===== config.mk =====
export PLATFORM = sky130hd
export DESIGN_NAME = accel_self_test_offset_calibrator
export DESIGN_NICKNAME = d
export VERILOG_FILES = /design/src/rtl/core/astoc_pkg.sv /design/src/rtl/core/accel_self_test_offset_calibrator.sv /design/src/rtl/core/astoc_ctrl.sv /design/src/rtl/core/astoc_dp.sv
export VERILOG_INCLUDE_DIRS = /design/src /design/src/rtl/core
export SDC_FILE = /design/constraint.sdc
export NUM_CORES = 1
export LEC_CHECK = 0
export ABC_AREA = 0
export BUFFER_PORTS_ARGS = -buffer_cell sky130_fd_sc_hd__buf_2
export CORE_MARGIN = 10
export CORE_UTILIZATION = 51
export CTS_CLUSTER_SIZE = 14
export DETAILED_ROUTE_END_ITERATION = 7
export PLACE_DENSITY = 0.75
export SLEW_MARGIN = 20
export SYNTH_ARGS = -nofsm -noshare
export SYNTH_HDL_FRONTEND = slang
export SYNTH_SLANG_ARGS = --single-unit
export TNS_END_PERCENT = 30

===== constraint.sdc =====
create_clock -name clk -period 9.7 [get_ports clk]
set_input_delay 1.455 -clock clk [delete_from_list [all_inputs] [get_ports clk]]
set_output_delay 1.455 -clock clk [all_outputs]
set_load 0.005 [all_outputs]

===== src/rtl/core/accel_self_test_offset_calibrator_assert.svh =====
// ----------------------------------------------------------------------------
// Assertion macros for the self-test offset calibrator
// Shared concurrent assertion forms, clocked on clk, off during reset.
// ----------------------------------------------------------------------------
`ifndef ACCEL_SELF_TEST_OFFSET_CALIBRATOR_ASSERT_SVH
`define ACCEL_SELF_TEST_OFFSET_CALIBRATOR_ASSERT_SVH

// antecedent implies consequent in the same cycle
`define ASTOC_ASSERT_SAME(label, ante, cons, msg) \
	label: assert property (@(posedge clk) disable iff (!arst_n) (ante) |-> (cons)) \
		else $error(msg);

// antecedent implies consequent in the next cycle
`define ASTOC_ASSERT_NEXT(label, ante, cons, msg) \
	label: assert property (@(posedge clk) disable iff (!arst_n) (ante) |=> (cons)) \
		else $error(msg);

`endif


===== src/rtl/core/astoc_pkg.sv =====
// ----------------------------------------------------------------------------
// Self-test offset calibrator package
// Types, codes and helper functions shared by controller and datapath.
// ----------------------------------------------------------------------------
package astoc_pkg;

	localparam int unsigned SAMPLES = 40;

	// divide by 40: (|s| * 52429) >> 21, exact for |s| < 2^18
	localparam logic [16:0] DIV_MULT  = 17'd52429;
	localparam int unsigned DIV_SHIFT = 21;

	localparam logic [2:0] DIV_LAST  = 3'd5;
	localparam logic [2:0] DIV_DRAIN = 3'd6;

	localparam logic CFG_SETTLE_OFF = 1'b0;
	localparam logic CFG_SETTLE_ON  = 1'b1;

	localparam logic [7:0] SETTLE_OFF_RST = 8'd40;
	localparam logic [7:0] SETTLE_ON_RST  = 8'd4;

	localparam logic signed [11:0] X_LO = 12'sd11;
	localparam logic signed [11:0] X_HI = 12'sd118;
	localparam logic signed [11:0] Y_LO = -12'sd118;
	localparam logic signed [11:0] Y_HI = -12'sd11;
	localparam logic signed [11:0] Z_LO = 12'sd15;
	localparam logic signed [11:0] Z_HI = 12'sd161;
	localparam logic signed [11:0] Z_BIAS = 12'sd64;

	typedef enum logic [2:0] {
		PH_IDLE       = 3'd0,
		PH_SETTLE_OFF = 3'd1,
		PH_AVG_OFF    = 3'd2,
		PH_SETTLE_ON  = 3'd3,
		PH_AVG_ON     = 3'd4,
		PH_DONE       = 3'd5
	} phase_t;

	typedef enum logic [3:0] {
		ST_IDLE,
		ST_SETTLE_OFF,
		ST_AVG_OFF,
		ST_SETTLE_ON,
		ST_AVG_ON,
		ST_DIVIDE,
		ST_CHECK,
		ST_PUBLISH,
		ST_DONE
	} state_t;

	typedef struct packed {
		logic       clear;
		logic       cnt_inc;
		logic       cnt_clr;
		logic       acc_off;
		logic       acc_on;
		logic       div_issue;
		logic [2:0] div_sel;
		logic       chk_en;
		logic       load_out;
		phase_t     out_phase;
	} dp_cmd_t;

	typedef struct packed {
		logic settle_off_zero;
		logic settle_on_zero;
		logic reach_settle_off;
		logic reach_settle_on;
		logic reach_avg;
	} dp_sts_t;

	function automatic phase_t state_phase(input state_t st);
		phase_t ph;
		unique case (st)
			ST_IDLE:       ph = PH_IDLE;
			ST_SETTLE_OFF: ph = PH_SETTLE_OFF;
			ST_AVG_OFF:    ph = PH_AVG_OFF;
			ST_SETTLE_ON:  ph = PH_SETTLE_ON;
			ST_AVG_ON:     ph = PH_AVG_ON;
			ST_DIVIDE,
			ST_CHECK,
			ST_PUBLISH,
			ST_DONE:       ph = PH_DONE;
		endcase
		return ph;
	endfunction

	function automatic logic signed [7:0] sat8(input logic signed [11:0] v);
		logic signed [7:0] r;
		if (v > 12'sd127) begin
			r = 8'sd127;
		end else if (v < -12'sd128) begin
			r = -8'sd128;
		end else begin
			r = v[7:0];
		end
		return r;
	endfunction

endpackage


===== src/rtl/core/accel_self_test_offset_calibrator.sv =====
// ----------------------------------------------------------------------------
// Accelerometer self-test and offset calibrator
// Every accepted word (a start command or a sample triple) yields one result
// word with the run phase, pass flags and int8 offsets. A word is taken
// while the result register is free or being read. The word that completes
// the self-test-on average triggers a finish sequence: six divides by 40
// through one shared multiplier, a drain step, the window check and the
// publish step, which waits while the result register is held; input stalls
// meanwhile.
// ----------------------------------------------------------------------------
module accel_self_test_offset_calibrator (
	input  logic              clk,
	input  logic              arst_n,
	input  logic              in_valid,
	output logic              in_stall,
	input  logic              cmd,
	input  logic signed [9:0] x_sample,
	input  logic signed [9:0] y_sample,
	input  logic signed [9:0] z_sample,
	output logic              out_valid,
	input  logic              out_stall,
	output logic [2:0]        phase,
	output logic              request_self_test,
	output logic              done_res,
	output logic              x_pass,
	output logic              y_pass,
	output logic              z_pass,
	output logic              all_pass,
	output logic signed [7:0] x_offset,
	output logic signed [7:0] y_offset,
	output logic signed [7:0] z_offset,
	input  logic              cfg_we,
	input  logic              cfg_index,
	input  logic [7:0]        cfg_data
);

	astoc_pkg::dp_cmd_t dp_cmd;
	astoc_pkg::dp_sts_t dp_sts;

	astoc_ctrl u_ctrl (
		.clk       (clk),
		.arst_n    (arst_n),
		.in_valid  (in_valid),
		.in_stall  (in_stall),
		.cmd       (cmd),
		.out_valid (out_valid),
		.out_stall (out_stall),
		.dp_cmd    (dp_cmd),
		.dp_sts    (dp_sts)
	);

	astoc_dp u_dp (
		.clk               (clk),
		.arst_n            (arst_n),
		.cfg_we            (cfg_we),
		.cfg_index         (cfg_index),
		.cfg_data          (cfg_data),
		.x_sample          (x_sample),
		.y_sample          (y_sample),
		.z_sample          (z_sample),
		.dp_cmd            (dp_cmd),
		.dp_sts            (dp_sts),
		.phase             (phase),
		.request_self_test (request_self_test),
		.done_res          (done_res),
		.x_pass            (x_pass),
		.y_pass            (y_pass),
		.z_pass            (z_pass),
		.all_pass          (all_pass),
		.x_offset          (x_offset),
		.y_offset          (y_offset),
		.z_offset          (z_offset)
	);

endmodule


===== src/rtl/core/astoc_ctrl.sv =====
// ----------------------------------------------------------------------------
// Calibrator controller
// Run sequencer, input/output handshake and divide/check sequencing.
// ----------------------------------------------------------------------------
`include "accel_self_test_offset_calibrator_assert.svh"

module astoc_ctrl (
	input  logic               clk,
	input  logic               arst_n,
	input  logic               in_valid,
	output logic               in_stall,
	input  logic               cmd,
	output logic               out_valid,
	input  logic               out_stall,
	output astoc_pkg::dp_cmd_t dp_cmd,
	input  astoc_pkg::dp_sts_t dp_sts
);

	astoc_pkg::state_t state_q, state_d;
	logic [2:0] div_idx_q;
	logic       out_valid_q;
	logic       busy;
	logic       out_free;
	logic       acc;

	assign busy      = (state_q == astoc_pkg::ST_DIVIDE) || (state_q == astoc_pkg::ST_CHECK) ||
	                   (state_q == astoc_pkg::ST_PUBLISH);
	assign out_free  = !out_valid_q || !out_stall;
	assign in_stall  = busy || !out_free;
	assign acc       = in_valid && !in_stall;
	assign out_valid = out_valid_q;

	always_comb begin
		state_d = state_q;
		if (acc && cmd) begin
			state_d = dp_sts.settle_off_zero ? astoc_pkg::ST_AVG_OFF : astoc_pkg::ST_SETTLE_OFF;
		end else begin
			unique case (state_q)
				astoc_pkg::ST_IDLE: begin
				end
				astoc_pkg::ST_SETTLE_OFF: begin
					if (acc && dp_sts.reach_settle_off) state_d = astoc_pkg::ST_AVG_OFF;
				end
				astoc_pkg::ST_AVG_OFF: begin
					if (acc && dp_sts.reach_avg) begin
						state_d = dp_sts.settle_on_zero ? astoc_pkg::ST_AVG_ON
						                                : astoc_pkg::ST_SETTLE_ON;
					end
				end
				astoc_pkg::ST_SETTLE_ON: begin
					if (acc && dp_sts.reach_settle_on) state_d = astoc_pkg::ST_AVG_ON;
				end
				astoc_pkg::ST_AVG_ON: begin
					if (acc && dp_sts.reach_avg) state_d = astoc_pkg::ST_DIVIDE;
				end
				astoc_pkg::ST_DIVIDE: begin
					if (div_idx_q == astoc_pkg::DIV_DRAIN) state_d = astoc_pkg::ST_CHECK;
				end
				astoc_pkg::ST_CHECK: begin
					state_d = astoc_pkg::ST_PUBLISH;
				end
				astoc_pkg::ST_PUBLISH: begin
					if (out_free) state_d = astoc_pkg::ST_DONE;
				end
				astoc_pkg::ST_DONE: begin
				end
			endcase
		end
	end

	always_comb begin
		dp_cmd           = '0;
		dp_cmd.out_phase = astoc_pkg::state_phase(state_d);
		dp_cmd.div_sel   = div_idx_q;
		if (acc && cmd) begin
			dp_cmd.clear    = 1'b1;
			dp_cmd.cnt_clr  = 1'b1;
			dp_cmd.load_out = 1'b1;
		end else if (acc) begin
			unique case (state_q)
				astoc_pkg::ST_SETTLE_OFF: begin
					dp_cmd.cnt_inc = 1'b1;
					dp_cmd.cnt_clr = dp_sts.reach_settle_off;
				end
				astoc_pkg::ST_AVG_OFF: begin
					dp_cmd.acc_off = 1'b1;
					dp_cmd.cnt_inc = 1'b1;
					dp_cmd.cnt_clr = dp_sts.reach_avg;
				end
				astoc_pkg::ST_SETTLE_ON: begin
					dp_cmd.cnt_inc = 1'b1;
					dp_cmd.cnt_clr = dp_sts.reach_settle_on;
				end
				astoc_pkg::ST_AVG_ON: begin
					dp_cmd.acc_on  = 1'b1;
					dp_cmd.cnt_inc = 1'b1;
					dp_cmd.cnt_clr = dp_sts.reach_avg;
				end
				astoc_pkg::ST_IDLE,
				astoc_pkg::ST_DIVIDE,
				astoc_pkg::ST_CHECK,
				astoc_pkg::ST_PUBLISH,
				astoc_pkg::ST_DONE: begin
				end
			endcase
			// the final averaging word reports only after the check
			dp_cmd.load_out = !((state_q == astoc_pkg::ST_AVG_ON) && dp_sts.reach_avg);
		end else begin
			unique case (state_q)
				astoc_pkg::ST_DIVIDE: begin
					dp_cmd.div_issue = (div_idx_q <= astoc_pkg::DIV_LAST);
				end
				astoc_pkg::ST_CHECK: begin
					dp_cmd.chk_en = 1'b1;
				end
				astoc_pkg::ST_PUBLISH: begin
					dp_cmd.load_out  = out_free;
					dp_cmd.out_phase = astoc_pkg::PH_DONE;
				end
				astoc_pkg::ST_IDLE,
				astoc_pkg::ST_SETTLE_OFF,
				astoc_pkg::ST_AVG_OFF,
				astoc_pkg::ST_SETTLE_ON,
				astoc_pkg::ST_AVG_ON,
				astoc_pkg::ST_DONE: begin
				end
			endcase
		end
	end

	always_ff @(posedge clk or negedge arst_n) begin
		if (!arst_n) begin
			state_q     <= astoc_pkg::ST_IDLE;
			div_idx_q   <= '0;
			out_valid_q <= 1'b0;
		end else begin
			state_q <= state_d;
			if (state_q == astoc_pkg::ST_DIVIDE && div_idx_q != astoc_pkg::DIV_DRAIN) begin
				div_idx_q <= div_idx_q + 3'd1;
			end else begin
				div_idx_q <= '0;
			end
			if (dp_cmd.load_out) begin
				out_valid_q <= 1'b1;
			end else if (!out_stall) begin
				out_valid_q <= 1'b0;
			end
		end
	end

	`ASTOC_ASSERT_SAME(a_load_free, dp_cmd.load_out, out_free, "result word overwritten")
	`ASTOC_ASSERT_SAME(a_idx_idle, state_q != astoc_pkg::ST_DIVIDE, div_idx_q == 3'd0, "stray index")
	`ASTOC_ASSERT_SAME(a_busy_stall, busy, in_stall, "input word taken while busy")
	`ASTOC_ASSERT_NEXT(a_load_valid, dp_cmd.load_out, out_valid_q, "result word not raised")

endmodule


===== src/rtl/core/astoc_dp.sv =====
// ----------------------------------------------------------------------------
// Calibrator datapath
// Config registers, sample counter, sums, shared divide-by-40, window check,
// offset saturation and result word register.
// ----------------------------------------------------------------------------
module astoc_dp (
	input  logic                clk,
	input  logic                arst_n,
	input  logic                cfg_we,
	input  logic                cfg_index,
	input  logic [7:0]          cfg_data,
	input  logic signed [9:0]   x_sample,
	input  logic signed [9:0]   y_sample,
	input  logic signed [9:0]   z_sample,
	input  astoc_pkg::dp_cmd_t  dp_cmd,
	output astoc_pkg::dp_sts_t  dp_sts,
	output logic [2:0]          phase,
	output logic                request_self_test,
	output logic                done_res,
	output logic                x_pass,
	output logic                y_pass,
	output logic                z_pass,
	output logic                all_pass,
	output logic signed [7:0]   x_offset,
	output logic signed [7:0]   y_offset,
	output logic signed [7:0]   z_offset
);

	logic [7:0]         settle_off_q, settle_on_q;
	logic [7:0]         cnt_q;
	logic [7:0]         cnt_inc;
	logic signed [15:0] off_sum_q [3];
	logic signed [15:0] on_sum_q  [3];
	logic signed [15:0] smp_ext   [3];
	logic signed [10:0] avg_q     [6];
	logic signed [15:0] div_op;
	logic [16:0]        div_ext, div_mag;
	logic [33:0]        prod_s1;
	logic               neg_s1, vld_s1;
	logic [2:0]         sel_s1;
	logic [9:0]         quo;
	logic signed [10:0] quo_s;
	logic signed [11:0] diff      [3];
	logic signed [11:0] twice     [3];
	logic [3:0]         flags_q;
	logic signed [7:0]  offs_q    [3];
	logic [3:0]         flags_c;
	logic signed [7:0]  offs_c    [3];
	astoc_pkg::phase_t  out_phase_q;
	logic [3:0]         out_flags_q;
	logic signed [7:0]  out_offs_q [3];

	assign smp_ext[0] = {{6{x_sample[9]}}, x_sample};
	assign smp_ext[1] = {{6{y_sample[9]}}, y_sample};
	assign smp_ext[2] = {{6{z_sample[9]}}, z_sample};

	assign cnt_inc = cnt_q + 8'd1;
	assign dp_sts.settle_off_zero  = (settle_off_q == 8'd0);
	assign dp_sts.settle_on_zero   = (settle_on_q == 8'd0);
	assign dp_sts.reach_settle_off = (cnt_inc >= settle_off_q);
	assign dp_sts.reach_settle_on  = (cnt_inc >= settle_on_q);
	assign dp_sts.reach_avg        = (cnt_inc >= 8'(astoc_pkg::SAMPLES));

	always_ff @(posedge clk or negedge arst_n) begin
		if (!arst_n) begin
			settle_off_q <= astoc_pkg::SETTLE_OFF_RST;
			settle_on_q  <= astoc_pkg::SETTLE_ON_RST;
			cnt_q        <= '0;
			flags_q      <= '0;
			vld_s1       <= 1'b0;
			for (int i = 0; i < 3; i++) begin
				off_sum_q[i] <= '0;
				on_sum_q[i]  <= '0;
				offs_q[i]    <= '0;
			end
		end else begin
			if (cfg_we && cfg_index == astoc_pkg::CFG_SETTLE_OFF) settle_off_q <= cfg_data;
			if (cfg_we && cfg_index == astoc_pkg::CFG_SETTLE_ON)  settle_on_q  <= cfg_data;
			if (dp_cmd.cnt_clr) begin
				cnt_q <= '0;
			end else if (dp_cmd.cnt_inc) begin
				cnt_q <= cnt_inc;
			end
			vld_s1 <= dp_cmd.div_issue;
			if (dp_cmd.clear) begin
				flags_q <= '0;
			end else if (dp_cmd.chk_en) begin
				flags_q <= flags_c;
			end
			for (int i = 0; i < 3; i++) begin
				if (dp_cmd.clear) begin
					off_sum_q[i] <= '0;
					on_sum_q[i]  <= '0;
					offs_q[i]    <= '0;
				end else begin
					if (dp_cmd.acc_off) off_sum_q[i] <= off_sum_q[i] + smp_ext[i];
					if (dp_cmd.acc_on)  on_sum_q[i]  <= on_sum_q[i] + smp_ext[i];
					if (dp_cmd.chk_en)  offs_q[i]    <= offs_c[i];
				end
			end
		end
	end

	// shared divide by 40, one operand per cycle, truncation toward zero
	always_comb begin
		unique case (dp_cmd.div_sel)
			3'd0:    div_op = off_sum_q[0];
			3'd1:    div_op = off_sum_q[1];
			3'd2:    div_op = off_sum_q[2];
			3'd3:    div_op = on_sum_q[0];
			3'd4:    div_op = on_sum_q[1];
			3'd5:    div_op = on_sum_q[2];
			default: div_op = '0;
		endcase
	end

	assign div_ext = {div_op[15], div_op};
	assign div_mag = div_op[15] ? (~div_ext + 17'd1) : div_ext;
	assign quo     = prod_s1[astoc_pkg::DIV_SHIFT +: 10];
	assign quo_s   = neg_s1 ? -$signed({1'b0, quo}) : $signed({1'b0, quo});

	always_ff @(posedge clk) begin
		if (dp_cmd.div_issue) begin
			prod_s1 <= 34'(div_mag) * 34'(astoc_pkg::DIV_MULT);
			neg_s1  <= div_op[15];
			sel_s1  <= dp_cmd.div_sel;
		end
		if (vld_s1) begin
			for (int i = 0; i < 6; i++) begin
				if (sel_s1 == 3'(i)) avg_q[i] <= quo_s;
			end
		end
	end

	always_comb begin
		for (int i = 0; i < 3; i++) begin
			diff[i]  = {avg_q[i + 3][10], avg_q[i + 3]} - {avg_q[i][10], avg_q[i]};
			twice[i] = {avg_q[i], 1'b0};
		end
		flags_c[0] = (diff[0] >= astoc_pkg::X_LO) && (diff[0] <= astoc_pkg::X_HI);
		flags_c[1] = (diff[1] >= astoc_pkg::Y_LO) && (diff[1] <= astoc_pkg::Y_HI);
		flags_c[2] = (diff[2] >= astoc_pkg::Z_LO) && (diff[2] <= astoc_pkg::Z_HI);
		flags_c[3] = &flags_c[2:0];
		if (flags_c[3]) begin
			offs_c[0] = astoc_pkg::sat8(-twice[0]);
			offs_c[1] = astoc_pkg::sat8(-twice[1]);
			offs_c[2] = astoc_pkg::sat8(astoc_pkg::Z_BIAS - twice[2]);
		end else begin
			offs_c[0] = '0;
			offs_c[1] = '0;
			offs_c[2] = '0;
		end
	end

	// result word register
	always_ff @(posedge clk) begin
		if (dp_cmd.load_out) begin
			out_phase_q <= dp_cmd.out_phase;
			out_flags_q <= dp_cmd.clear ? 4'd0 : flags_q;
			for (int i = 0; i < 3; i++) begin
				out_offs_q[i] <= dp_cmd.clear ? 8'sd0 : offs_q[i];
			end
		end
	end

	assign phase             = out_phase_q;
	assign request_self_test = (out_phase_q == astoc_pkg::PH_SETTLE_ON) ||
	                           (out_phase_q == astoc_pkg::PH_AVG_ON);
	assign done_res          = (out_phase_q == astoc_pkg::PH_DONE);
	assign x_pass            = out_flags_q[0];
	assign y_pass            = out_flags_q[1];
	assign z_pass            = out_flags_q[2];
	assign all_pass          = out_flags_q[3];
	assign x_offset          = out_offs_q[0];
	assign y_offset          = out_offs_q[1];
	assign z_offset          = out_offs_q[2];

endmodule

==> results.sh <==
export IMPL_gr_usage_all_layers=0.1994
export IMPL_cts_sinks=268
export IMPL_io_buffers=79
export IMPL_grt_first_pass_wirelength_mm=87.03
export IMPL_dp_slack_ns=0.8827
export IMPL_yosys_top_cells_count="inv_1, ha_1, nand2_1"
export IMPL_critPathLaunchType="flop"
export IMPL_drc_errors=0
export IMPL_min_path_cells=2
export IMPL_tightest_slew_ns=1.103
export IMPL_path_common_cell="inv_1"
export IMPL_synth_top_cell_area_share=0.1737
export IMPL_first_pass_iters=5
export IMPL_syn_area_sq_mm=0.02219
export IMPL_clk_latency_ns=0.60
export IMPL_setup_viol=0
export IMPL_slowest_delay_ns=0.55
export IMPL_cts_tree="done"
export IMPL_ys_types=84
export IMPL_io_pins=80
export IMPL_finalMaxSlewViolations=0
export IMPL_antenna_found_initial=0
export IMPL_vias=17259
export IMPL_layout_setup_ws_ns=0.8262
export IMPL_wire_per_inst_um=17.80
export IMPL_core_sq_mm=0.04308
export IMPL_dieArea_sq_mm=0.05225
export IMPL_final_antenna_net_count=0
export IMPL_root_buffer="clkbuf_16"
export IMPL_drv_cap=0
export IMPL_ctsResizeCount=0
export IMPL_slowest_stage="fa_1"
export IMPL_viasPerCell=5.732
export IMPL_rsz0062_at_grt="false"
export IMPL_worst_clock_skew_ns=0.02940
export IMPL_start_util=0.5151
export IMPL_ys_ff_latch=268
export IMPL_num_antenna_cells=0
export IMPL_maxSlewHeadroom=0.2569
export IMPL_rows=76
export IMPL_grt_pass1_vias=17199
export IMPL_gp_congestion=0.9310
export IMPL_period_share=0.9148
export IMPL_synth_cells=2327
export IMPL_synth_area_leaders="dfrtp_1, ha_1, edfxtp_1"
export IMPL_placed_cells=2957
export IMPL_critPathCaptureType="flop"
export IMPL_seq_area_sq_mm=0.007266
export IMPL_yosysSeqAreaShare=0.3274
export IMPL_syn_avg_cell_area_sq_um=9.536
export IMPL_dp_hpwl_mm=41.78
export IMPL_drt_initial_drc_count=1200
export IMPL_post_route_cells_drive_above_1_share=0.09027
export IMPL_syn_to_final_growth_pct=9.608
export IMPL_final_nets=2818
export IMPL_whs_ns=0.4781
export IMPL_grt_start_max_net_pins=60
export IMPL_finalWirelength_mm=53.61
export IMPL_critical_path_class="flop to flop"
export IMPL_fp_dieW_um=228.6
export IMPL_fill_cells=3719
export IMPL_yosys_area_top_type="dfrtp_1"
export IMPL_clockBufferDepth=3
export IMPL_async_flop_share=0.5858
export IMPL_yosys_most_used_dff="dfrtp_1"
export IMPL_synth_edf_count=111
export IMPL_htreeDepth=1
export IMPL_fmax_mhz=112.7
export IMPL_ys_warn_count=0
export IMPL_hold_class="flop to flop"
export IMPL_final_cells=3011
export IMPL_critPathMaxFanout=13
export IMPL_fin_crit_ns=8.874
export IMPL_post_cts_buffers=0
export IMPL_holdBufCountCts=0
export IMPL_status="completed"
export IMPL_hold_viol_final=0
export IMPL_critPathArrivalTime_ns=9.21
export IMPL_required_ns=10.04
export IMPL_multi_input_area_sq_mm=0.01356
export IMPL_reg2reg_depth=30
export IMPL_cts_buffers_inserted=30
export IMPL_path_clk_slew_ns=0.07
export IMPL_yosysMostFrequentCell="inv_1"
export IMPL_gr_total_overflow=0
export IMPL_fin_tns_setup_ns=0
export IMPL_die_h_um=228.6
==> final cells by class <==
cell class | instances | area share
flip-flops and latches | 268 | 0.2987
well taps | 585 | 0.03009
clock inverters | 20 | 0.01121
multi-input cells | 1694 | 0.5576
repair buffers | 95 | 0.02145
inverters | 315 | 0.04861
clock buffers | 34 | 0.03231
==> final timing paths <==
| kind | slack [ns] | to | start |
|---|---|---|---|
| max | 0.83 | u_dp.prod_s1[27] | u_ctrl.div_idx_q[0] |
| min | 0.48 | u_dp.offs_q[2] | u_dp.offs_q[2] |
| max reg2reg | 0.83 | u_dp.prod_s1[27] | u_ctrl.div_idx_q[0] |
| min reg2reg | 0.48 | u_dp.offs_q[2] | u_dp.offs_q[2] |
| max in group asynchronous | 7.07 | u_dp.off_sum_q[42] | arst_n |
| min in group asynchronous | 0.85 | u_dp.off_sum_q[35] | arst_n |
==> worst max-delay path: cells and delay by family (launching register included) <==
kind	cells	cell delay, ns
compound gates	8	2.37
xor+xnor	2	0.59
fa+ha+maj	9	4.12
buf+inv	6	0.37
flops	1	0.41
simple gates	5	0.79
==> stage by stage <==
stage          instance area, sq um    util
2_1_floorplan                 22210       -
3_3_place_gp                  23260  0.5400
3_5_place_dp                  23260  0.5400
4_1_cts                       24320  0.5646
5_1_grt                       24320  0.5646
6_report                      24320  0.5646
==> state kept, by name, indices dropped and copies added, names as in the netlist, 4 cells and up <==
register	flops
u_dp.settle_on_q	8
u_ctrl.state_q	4
u_dp.settle_off_q	8
u_dp.out_offs_q	24
u_dp.out_flags_q	4
u_dp.off_sum_q	48
u_dp.cnt_q	8
u_dp.on_sum_q	48
u_dp.prod_s1	10
u_dp.avg_q	66
u_dp.offs_q	24
u_dp.flags_q	4
==> per-layer routing <==
metal	track usage	vias up	share of wire
met4	0.06061	0	0.026
met2	0.3404	423	0.48
met5	0	-	0
met3	0.02519	95	0.047
li1	-	8405	-
met1	0.2590	8336	0.45
==> cells by family after synthesis <==
group,after synthesis,share of synthesized area
compound gates,590,0.1780
simple gates,581,0.1290
mux,28,0.01404
fa+ha+maj,369,0.2402
flops,268,0.3274
buf+inv,369,0.06366
other cells,2,0.0003384
xor+xnor,120,0.04736
==> placed cells by master (no fill, tap or decap), drive strengths merged, types with 12 or more instances in the layout <==
cell type  Yosys  final
inv          315    317
ha           274    274
o21ai        172    172
nand2        170    170
dfrtp        154    154
a21oi        123    123
nor2         120    120
edfxtp       111    111
fa            95     95
buf           18     95
xnor2         70     70
nor3          53     53
xor2          50     50
a21o          42     42
and2          38     38
clkbuf        36     34
nand3         33     33
o31ai         32     32
nand2b        30     30
or3           29     29
mux2          25     25
nor2b         25     25
a31oi         19     19
a32o          19     19
a21boi        18     18
a22o          17     17
o21a          16     16
and3          15     15
or2           15     15
a22oi         13     13
a222oi        13     13
nand4         13     13
nor3b         12     12
a211oi        12     12
Power is left out: the tool's default activity adds up to more than one toggle a clock period on the data nets, which glitch-free logic cannot reach.
